`src/rtl/core/fltc_pkg.sv`:
```
`default_nettype none
package fltc_pkg;

   localparam int unsigned LaneCount = 4;
   localparam int unsigned LaneWidth = 16;
   localparam int unsigned DefaultQueueDepth = 2;
   localparam logic [LaneWidth-1:0] LaneInit = 16'hFFFF;
   localparam logic [1:0] LastIndex = 2'd3;

   typedef struct packed {
      logic [7:0] data_byte;
      logic       final_byte;
   } req_payload_type;

   typedef struct packed {
      logic [7:0] check_byte;
      logic [1:0] check_index;
      logic       run_end;
   } rsp_payload_type;

   typedef logic [LaneCount-1:0][7:0] snap_type;

   typedef struct packed {
      logic     push;
      snap_type snap;
   } push_type;

   typedef struct packed {
      logic     avail;
      snap_type snap;
   } head_type;

endpackage
`default_nettype wire

```
`src/rtl/core/four_lane_subtractive_checksum_top.sv`:
```
// Channel   Direction  Ports                        Payload
// request   in         req_valid/req_ready          data_byte[7:0], final_byte
// response  out        rsp_valid/rsp_ready          check_byte[7:0], check_index[1:0], run_end
//
// A request is taken every cycle while the snapshot queue has room; each byte
// updates the lane accumulators in that same cycle (a final byte resets them to 0xFFFF).
// A final byte pushes the four lane high bytes into the queue; the back end
// then sends them as four responses, one per cycle while rsp_ready holds, from its output register.
// Reset is synchronous and active high; it restores all lanes to 0xFFFF.
// A response stall holds the output register and, once the queue fills,
// drops req_ready.
`default_nettype none
module four_lane_subtractive_checksum_top
   import fltc_pkg::*;
#(
   parameter int unsigned QueueDepth = DefaultQueueDepth
) (
   input  wire logic            clock,
   input  wire logic            reset,
   input  wire logic            req_valid,
   output logic                 req_ready,
   input  wire req_payload_type req_payload,
   output logic                 rsp_valid,
   input  wire logic            rsp_ready,
   output rsp_payload_type      rsp_payload
);

   push_type push;
   head_type head;
   logic     q_full;
   logic     pop;

   fltc_front u_front (
      .clock       (clock),
      .reset       (reset),
      .req_valid   (req_valid),
      .req_ready   (req_ready),
      .req_payload (req_payload),
      .q_full      (q_full),
      .push        (push)
   );

   fltc_queue #(
      .QueueDepth (QueueDepth)
   ) u_queue (
      .clock (clock),
      .reset (reset),
      .push  (push),
      .pop   (pop),
      .full  (q_full),
      .head  (head)
   );

   fltc_back u_back (
      .clock       (clock),
      .reset       (reset),
      .head        (head),
      .pop         (pop),
      .rsp_valid   (rsp_valid),
      .rsp_ready   (rsp_ready),
      .rsp_payload (rsp_payload)
   );

endmodule
`default_nettype wire

```
`src/rtl/core/fltc_front.sv`:
```
`default_nettype none
module fltc_front
   import fltc_pkg::*;
(
   input  wire logic            clock,
   input  wire logic            reset,
   input  wire logic            req_valid,
   output logic                 req_ready,
   input  wire req_payload_type req_payload,
   input  wire logic            q_full,
   output push_type             push
);

   logic [LaneCount-1:0][LaneWidth-1:0] lanes_ff, lanes_in;
   logic [1:0]                          phase_ff, phase_in;
   logic [1:0]                          next_phase;
   logic [LaneWidth-1:0]                lane0_last;
   logic                                take;

   assign req_ready  = !q_full;
   assign take       = req_valid && req_ready;
   assign next_phase = phase_ff + 2'd1;
   assign lane0_last = lanes_ff[0] - {8'd0, req_payload.data_byte};

   always_comb begin
      lanes_in = lanes_ff;
      phase_in = phase_ff;
      if (take) begin
         if (req_payload.final_byte) begin
            for (int k = 0; k < LaneCount; k++) lanes_in[k] = LaneInit;
            phase_in = 2'd0;
         end else begin
            for (int k = 0; k < LaneCount; k++) begin
               if (phase_ff == k[1:0]) begin
                  lanes_in[k] = lanes_ff[k] - {req_payload.data_byte, 8'd0};
               end else if (next_phase == k[1:0]) begin
                  lanes_in[k] = lanes_ff[k] - {8'd0, req_payload.data_byte};
               end
            end
            phase_in = next_phase;
         end
      end
   end

   always_comb begin
      push.push = take && req_payload.final_byte;
      push.snap[0] = lane0_last[LaneWidth-1 -: 8];
      for (int k = 1; k < LaneCount; k++) push.snap[k] = lanes_ff[k][LaneWidth-1 -: 8];
   end

   always_ff @(posedge clock) begin
      if (reset) begin
         for (int k = 0; k < LaneCount; k++) lanes_ff[k] <= LaneInit;
         phase_ff <= 2'd0;
      end else begin
         lanes_ff <= lanes_in;
         phase_ff <= phase_in;
      end
   end

endmodule
`default_nettype wire

```
`src/rtl/core/fltc_queue.sv`:
```
`default_nettype none
module fltc_queue
   import fltc_pkg::*;
#(
   parameter int unsigned QueueDepth = DefaultQueueDepth
) (
   input  wire logic     clock,
   input  wire logic     reset,
   input  wire push_type push,
   input  wire logic     pop,
   output logic          full,
   output head_type      head
);

   localparam int unsigned PtrWidth = (QueueDepth > 1) ? $clog2(QueueDepth) : 1;
   localparam int unsigned CntWidth = $clog2(QueueDepth + 1);
   localparam logic [PtrWidth-1:0] LastPtr = PtrWidth'(QueueDepth - 1);
   localparam logic [CntWidth-1:0] DepthCount = CntWidth'(QueueDepth);

   snap_type               slots_ff [QueueDepth];
   logic [PtrWidth-1:0]    wr_ptr_ff, wr_ptr_in, rd_ptr_ff, rd_ptr_in;
   logic [CntWidth-1:0]    count_ff, count_in;
   logic                   do_push, do_pop;

   assign full       = (count_ff == DepthCount);
   assign head.avail = (count_ff != '0);
   assign head.snap  = slots_ff[rd_ptr_ff];
   assign do_push    = push.push && !full;
   assign do_pop     = pop && head.avail;

   always_comb begin
      wr_ptr_in = wr_ptr_ff;
      rd_ptr_in = rd_ptr_ff;
      count_in  = count_ff;
      if (do_push) wr_ptr_in = (wr_ptr_ff == LastPtr) ? '0 : wr_ptr_ff + 1'b1;
      if (do_pop)  rd_ptr_in = (rd_ptr_ff == LastPtr) ? '0 : rd_ptr_ff + 1'b1;
      unique case ({do_push, do_pop})
         2'b10:   count_in = count_ff + 1'b1;
         2'b01:   count_in = count_ff - 1'b1;
         default: count_in = count_ff;
      endcase
   end

   always_ff @(posedge clock) begin
      if (reset) begin
         wr_ptr_ff <= '0;
         rd_ptr_ff <= '0;
         count_ff  <= '0;
      end else begin
         wr_ptr_ff <= wr_ptr_in;
         rd_ptr_ff <= rd_ptr_in;
         count_ff  <= count_in;
      end
   end

   always_ff @(posedge clock) begin
      if (do_push) slots_ff[wr_ptr_ff] <= push.snap;
   end

   a_no_push_full: assert property (@(posedge clock) disable iff (reset)
      !(push.push && full))
      else $error("push into full queue");

   a_count_range: assert property (@(posedge clock) disable iff (reset)
      count_ff <= DepthCount)
      else $error("queue count out of range");

   a_ptr_track: assert property (@(posedge clock) disable iff (reset)
      (count_ff == '0 || count_ff == DepthCount) |-> (wr_ptr_ff == rd_ptr_ff))
      else $error("queue pointers disagree with count");

endmodule
`default_nettype wire

```
`src/rtl/core/fltc_back.sv`:
```
`default_nettype none
module fltc_back
   import fltc_pkg::*;
(
   input  wire logic     clock,
   input  wire logic     reset,
   input  wire head_type head,
   output logic          pop,
   output logic          rsp_valid,
   input  wire logic     rsp_ready,
   output rsp_payload_type rsp_payload
);

   logic            valid_ff, valid_in;
   rsp_payload_type out_ff, out_in;
   logic [1:0]      idx_ff, idx_in;
   logic            load;

   assign load        = head.avail && (!valid_ff || rsp_ready);
   assign pop         = load && (idx_ff == LastIndex);
   assign rsp_valid   = valid_ff;
   assign rsp_payload = out_ff;

   always_comb begin
      valid_in = valid_ff;
      out_in   = out_ff;
      idx_in   = idx_ff;
      if (load) begin
         valid_in           = 1'b1;
         out_in.check_byte  = head.snap[idx_ff];
         out_in.check_index = idx_ff;
         out_in.run_end     = (idx_ff == LastIndex);
         idx_in             = idx_ff + 2'd1;
      end else if (rsp_ready) begin
         valid_in = 1'b0;
      end
   end

   always_ff @(posedge clock) begin
      if (reset) begin
         valid_ff <= 1'b0;
         idx_ff   <= 2'd0;
      end else begin
         valid_ff <= valid_in;
         idx_ff   <= idx_in;
      end
      out_ff <= out_in;
   end

   a_index_follows: assert property (@(posedge clock) disable iff (reset)
      load |=> (out_ff.check_index == $past(idx_ff)))
      else $error("result index does not follow counter");

   a_pop_on_last: assert property (@(posedge clock) disable iff (reset)
      pop |=> (idx_ff == 2'd0))
      else $error("counter not back at lane 0 after pop");

endmodule
`default_nettype wire
```
`config.mk`:
```
export PLATFORM = sky130hd
export DESIGN_NAME = four_lane_subtractive_checksum_top
export DESIGN_NICKNAME = d
export VERILOG_FILES = /design/src/rtl/core/fltc_pkg.sv /design/src/rtl/core/four_lane_subtractive_checksum_top.sv /design/src/rtl/core/fltc_front.sv /design/src/rtl/core/fltc_queue.sv /design/src/rtl/core/fltc_back.sv
export SDC_FILE = /design/constraint.sdc
export NUM_CORES = 1
export LEC_CHECK = 0
export BUFFER_PORTS_ARGS = -buffer_cell sky130_fd_sc_hd__buf_4
export CAP_MARGIN = 20
export CORE_AREA = 10 10 160 199
export CTS_CLUSTER_DIAMETER = 120
export DETAILED_ROUTE_END_ITERATION = 12
export DIE_AREA = 0 0 170 209
export PLACE_DENSITY = 0.51
export SETUP_SLACK_MARGIN = 0.5
export SYNTH_ARGS = -nofsm -noshare
export SYNTH_HDL_FRONTEND = slang
export SYNTH_HIERARCHICAL = 1
export SYNTH_SLANG_ARGS = --single-unit
```
`constraint.sdc`:
```
create_clock -name clock -period 2.8 [get_ports clock]
set_input_delay 0.28 -clock clock [delete_from_list [all_inputs] [get_ports clock]]
set_output_delay 0.28 -clock clock [all_outputs]
set_load 0.1 [all_outputs]
```
Word level (Yosys, flattened, before mapping)
Memory sizes are Yosys's and may differ from the RTL's. A register that Yosys moved wholly into a read port is not among the register bits.
Index checks and enable logic that the tools add are counted.
{"block": "word_totals", "regBits": 84, "mem_bits_rw": 64, "wordCells": 82, "n_memories": 1}
{"name": "u_queue.slots_ff", "depth": 2, "word_bits": 32, "rd": 1, "rd_ports_with_merged_regs": 1, "write_ports": 1, "line_no": "fltc_queue.sv:20", "text": "snap_type slots_ff [QueueDepth];"}
{"block": "op_classes", "add_sub_neg": 14, "order_cmp": 1, "n_eq_ne": 10, "mux": 21, "reduce_logical": 22}
{"cell": "16-bit two-way mux", "count": 8}
{"cell": "64-bit two-way mux", "count": 1}
{"cell": "16-bit subtractor", "count": 4}
{"cell": "16-bit by 8-bit subtractor with 16-bit output", "count": 4}
{"cell": "8-bit binary-select mux with 2-bit select", "count": 1}
{"cell": "2-bit == test (second input constant)", "count": 7}
{"cell": "3-bit nonzero test", "count": 4}
{"cell": "1-bit two-way mux", "count": 8}
{"cell": "8-bit two-way mux", "count": 1}
{"cell": "2-bit AND reduction", "count": 4}
{"cell": "2-bit by 1-bit adder with 2-bit output (second input constant)", "count": 3}
{"cell": "2-bit by 1-bit == test with 1-bit output (second input constant)", "count": 3}
{"cell": "1-bit logical AND", "count": 6}
{"cell": "2-bit nonzero test", "count": 3}
{"cell": "2-bit zero test", "count": 2}
{"cell": "2-bit one-hot mux with 2 select lines", "count": 1}
{"cell": "2-bit by 3-bit less-than comparator with 1-bit output (second input constant)", "count": 1}
{"cell": "1-bit adder (second input constant)", "count": 2}
{"cell": "1-bit zero test", "count": 2}
{"cell": "2-bit two-way mux", "count": 1}
{"cell": "2-bit by 1-bit subtractor with 2-bit output (second input constant)", "count": 1}
{"cell": "1-bit logical OR", "count": 1}

Longest topological paths before layout
{"block": "depth", "ltp_word": 7, "mapped_depth": 10, "ltp_nobuf": 10}

Modules after synthesis
Netlist, hierarchy kept.
{"module": "fltc_front", "instances": 1, "cells_each": 827, "area_per_inst_um2": 6478.7, "seq_area_each_um2": 1321.3}
{"module": "fltc_queue", "instances": 1, "cells_each": 126, "area_per_inst_um2": 2527.4, "seq_area_each_um2": 2021.9}
{"module": "fltc_back", "instances": 1, "cells_each": 36, "area_per_inst_um2": 673.1, "seq_area_each_um2": 390.4}

Worst setup path before layout
OpenSTA, ideal clock, no wires.
{"block": "synth_path", "kind": "register to register", "startpoint": "reg u_queue.count_ff[0]", "endpoint": "mem u_queue/slots_ff[0][0] in the netlist's numbering (enable)", "setup_ns": 0.387, "t_arrival_ns": 2.184, "path_slack_ns": 0.230, "path_stages_with_launch": 9, "n_path_buf": 1, "path_cell_list": "dfxtp_1 nand2b_2 inv_2 nand2b_1 clkbuf_8 nor2_1 inv_1 or3_1 inv_1"}
{"item": "start: declaration", "line_no": "fltc_queue.sv:22", "text": "logic [CntWidth-1:0] count_ff, count_in;"}
{"item": "start signal: assignment", "line_no": "fltc_queue.sv:52", "text": "count_ff <= count_in;"}
{"item": "end: declaration", "line_no": "fltc_queue.sv:20"}

Worst setup path after layout
{"block": "layout_path", "startpoint": "reg u_front/lanes_ff[16] in the netlist's numbering", "endpoint": "reg u_front.lanes_ff (netlist bit u_front/push[12])"}
{"block": "layout_between", "elab_chain_len": 4, "word_cells_on_any_way": 5, "classes_between": "add/sub: 2; mux: 3"}
{"item": "start: declaration", "line_no": "fltc_front.sv:14", "text": "logic [LaneCount-1:0][LaneWidth-1:0] lanes_ff, lanes_in;"}
{"item": "start signal: assignment", "line_no": "fltc_front.sv:56", "text": "lanes_ff <= lanes_in;"}
{"item": "16-bit by 8-bit subtractor with 16-bit output", "line_no": "fltc_front.sv:37", "text": "lanes_in[k] = lanes_ff[k] - {8'd0, req_payload.data_byte};"}
{"item": "16-bit two-way mux", "line_no": "fltc_front.sv:36", "text": "end else if (next_phase == k[1:0]) begin"}
{"item": "16-bit two-way mux (*)", "line_no": "fltc_front.sv:34", "text": "if (phase_ff == k[1:0]) begin"}
{"item": "64-bit two-way mux (*)", "line_no": "fltc_front.sv:29", "text": "if (req_payload.final_byte) begin"}
Every way passes the cells marked *; elsewhere a longest branch is shown, timed or not. The select of a mux whose other input is x is not followed.
A chain may end at the register's enable or synchronous reset.

==> results.py <==
metrics = {
    "timing": {
        "slew_violations": 0,
        "timing_hold_violations_final": 0,
        "max_freq_ghz": 0.439,
        "tightest_slew_ns": 0.700,
        "tns_ns": 0,
        "skew_ns": 0.0136,
        "hold_slack_ns": 0.186,
        "setup_viol": 0,
        "max-slew-margin-rel": 0.532,
        "rsz0062_at_grt": "yes",
        "period_needed_ns": 2.28,
        "post-route-period-util": 0.813,
    },
    "cts": {
        "root_buffer": "clkbuf_16",
        "clock-sinks": 149,
        "cts_tree": "yes",
        "htree_levels": 4,
        "cts_buffer_depth": 2,
        "numCtsBuffers": 17,
        "clk_pin_slew_ns": 0.08,
        "hold_buffers": 0,
        "clk_latency_ns": 0.44,
    },
    "power_and_ir_drop": {
        "p_leak_nw": 4.00,
        "ir_drop_mv": 0.361,
        "p_per_area_mw_per_mm2": 536,
        "power.total_w": 0.00605,
    },
    "worst_setup_path": {
        "worstPathMaxFanout": 3,
        "worstSetupPathType": "reg -> reg",
        "cp-start-kind": "register",
        "endpoint_kind": "register",
        "critical_path_required_ns": 3.11,
        "worst_ep_arrival_time_ns": 2.59,
    },
    "grt": {
        "grt_pass1_vias": 7357,
        "grt-ovfl-total": 0,
        "grt_max_degree": 33,
        "grt_usage": 0.149,
        "antenna_found_initial": 0,
        "grt_pass1_wl_um": 41800,
    },
    "synth": {
        "synth_edf_count": 75,
        "synth_compound_area_frac": 0.183,
        "syn_avg_cell_area_um2": 9.79,
        "synth-simple-area-share": 0.167,
        "netlist_area_mm2": 0.00968,
        "muxShareOfSynthArea": 0.0633,
        "netlist.area_leader.share": 0.233,
        "synth_area_leaders": "edfxtp_1, dfxtp_1, ha_1, nor2_1, a21oi_1",
        "synthAdderAreaFrac": 0.107,
        "ys_warn_count": 6,
        "syn-num-nets": 1080,
        "async_reset_ff_frac": 0,
        "synth_seq_area_share": 0.386,
        "synth_ff_type": "edfxtp_1",
        "syn_inst": 989,
        "yosysUniqueCellTypes": 85,
        "synth-seq-cells": 149,
        "synth_most_common_cell": "edfxtp_1",
        "synthXorXnorAreaFrac": 0.0380,
        "synth_top_family_by_area": "compound AO/OA/AOI/OAI gates",
        "synth_common_cells": "edfxtp_1, dfxtp_1, ha_1",
        "synth_top_area_cell": "edfxtp_1",
    },
    "drt": {
        "drcViolationCount": 0,
        "drt-vias-per-instance": 5.52,
        "vias": 7745,
        "routed_wl_um": 27100,
        "route.met2.wl_um": 13100,
        "dr.max_layer_used": "met4",
        "first_iter_violations": 633,
        "wl_per_cell_um": 19.3,
        "final_antenna_net_count": 0,
        "met3_wirelength_um": 1180,
        "drt-met1-wl_um": 12400,
        "first_pass_iters": 7,
    },
    "cells_and_area": {
        "regArea_mm2": 0.00374,
        "fin_cells": 1404,
        "diodes": 0,
        "multi_input_area_mm2": 0.00565,
        "fin_area_mm2": 0.0113,
        "drive_gt1_frac": 0.211,
        "nNetsFinal": 1127,
        "fillers": 2731,
        "syn2layout_area_growth_pct": 16.6,
    },
    "floorplan": {
        "dieArea_mm2": 0.0355,
        "io_pins": 26,
        "die_x_um": 170,
        "core.rowCount": 69,
        "initial_utilization": 0.345,
        "die_h_um": 209,
        "coreArea_mm2": 0.0281,
    },
    "placed_design": {
        "portBuffers": 25,
        "placed_cells": 1358,
        "post_dp_cell_area_mm2": 0.0103,
        "place_hpwl_um": 19400,
        "globalplace.congestion": 0.876,
    },
    "flow_run": {
        "max_cap_viol_count": 0,
    },
    "run_status": {
        "status": "completed",
    },
    "min_path": {
        "min_path_type": "in -> reg",
    },
}
[worst max-delay path: stages (launching register included)]
cell,delay [ns]
dfxtp_2,0.33
inv_2,0.06
ha_4,0.12
fa_2,0.20
nor2b_2,0.05
o31a_1,0.29
o41ai_4,0.31
nand3_2,0.16
o311a_1,0.35
or3_1,0.29
[stage by stage]
step           utilization  worst slack [ns]
2_1_floorplan            -             0.527
3_3_place_gp         0.369             0.219
3_5_place_dp         0.369             0.206
4_1_cts              0.395             0.398
5_1_grt              0.402             0.412
6_report             0.402             0.523
[final timing paths]
check	from	end	slack, ns	cells past startpoint
setup / recovery	u_front/lanes_ff[16]$_SDFFE_PP1P_	u_front/push[12]$_SDFFE_PP1P_	0.52	9
setup reg to reg	u_front/lanes_ff[16]$_SDFFE_PP1P_	u_front/push[12]$_SDFFE_PP1P_	0.52	9
hold / removal	rsp_ready	u_back/rsp_valid$_SDFFE_PP0P_	0.19	4
hold reg to reg	u_front/lanes_ff[50]$_SDFFE_PP1P_	u_front/lanes_ff[50]$_SDFFE_PP1P_	0.49	2
[metal layers]
layer,GRT usage,up-vias
met5,0,-
met4,0.0418,0
met3,0.0260,27
li1,-,3795
met2,0.243,194
met1,0.198,3729
[layout by cell type, fill, tap and decap left out, types with 6 or more instances in the layout]
cell,instances
nor3_1,40
o21ai_0,51
or3_1,14
dfxtp_2,7
dfxtp_1,67
o22ai_1,17
o211ai_1,10
xor2_1,13
mux2_2,17
ha_1,66
o21a_1,23
mux2_1,17
edfxtp_1,75
a21oi_1,46
o31a_1,6
nor2b_1,13
a31oi_1,11
nor2_1,67
nor4_1,7
nand2_1,64
buf_4,84
a221o_1,9
nand4_1,8
nand3_1,25
clkbuf_16,17
xnor2_1,29
mux4_2,8
nand2b_1,23
a211oi_1,6
inv_1,35
o31ai_1,6
[power by group]
group          leakage (nW)  internal (W)  switching [W]
combinational          2.53      0.000504       0.000780
clock                 0.281       0.00126        0.00106
sequential             1.19       0.00238      0.0000583
total                  4.00       0.00415        0.00190
[sequential cells by signal, summed over array words and instances, names as in the netlist, named ones only]
signal,cells
u_back/rsp_valid,1
u_back/rsp_payload,11
u_queue/slots_ff,64
u_front/lanes_ff,40
u_queue/count_ff,2
u_back/idx_ff,2
u_queue/wr_ptr_ff,1
u_queue/rd_ptr_ff,1
u_front/push,24
u_front/phase_ff,2
[layout make-up]
type,instances,share of cell area
inverters,40,0.0136
multi-input cells,738,0.500
clock buffers,17,0.0377
flip-flops and latches,149,0.331
repair buffers,90,0.0628
clock inverters,15,0.0148
well taps,355,0.0393
[cells by family after synthesis]
| family | after synthesis |
|---|---|
| DFF | 149 |
| buffers and inverters | 102 |
| muxes | 47 |
| xor gates and xnor gates | 42 |
| adders and majority gates | 78 |
| and+or+nand+nor | 315 |
| AOI/OAI and AO/OA | 256 |
[repair_timing]
action	4_1_cts	5_1_grt
buffers inserted	7	6
cloned	0	1
endpoints found under the hold margin	0	0
pin swaps	8	18
resized for setup	22	39
endpoints found under the setup margin	17	61
Note: power is estimated with default switching activity, not from simulation.
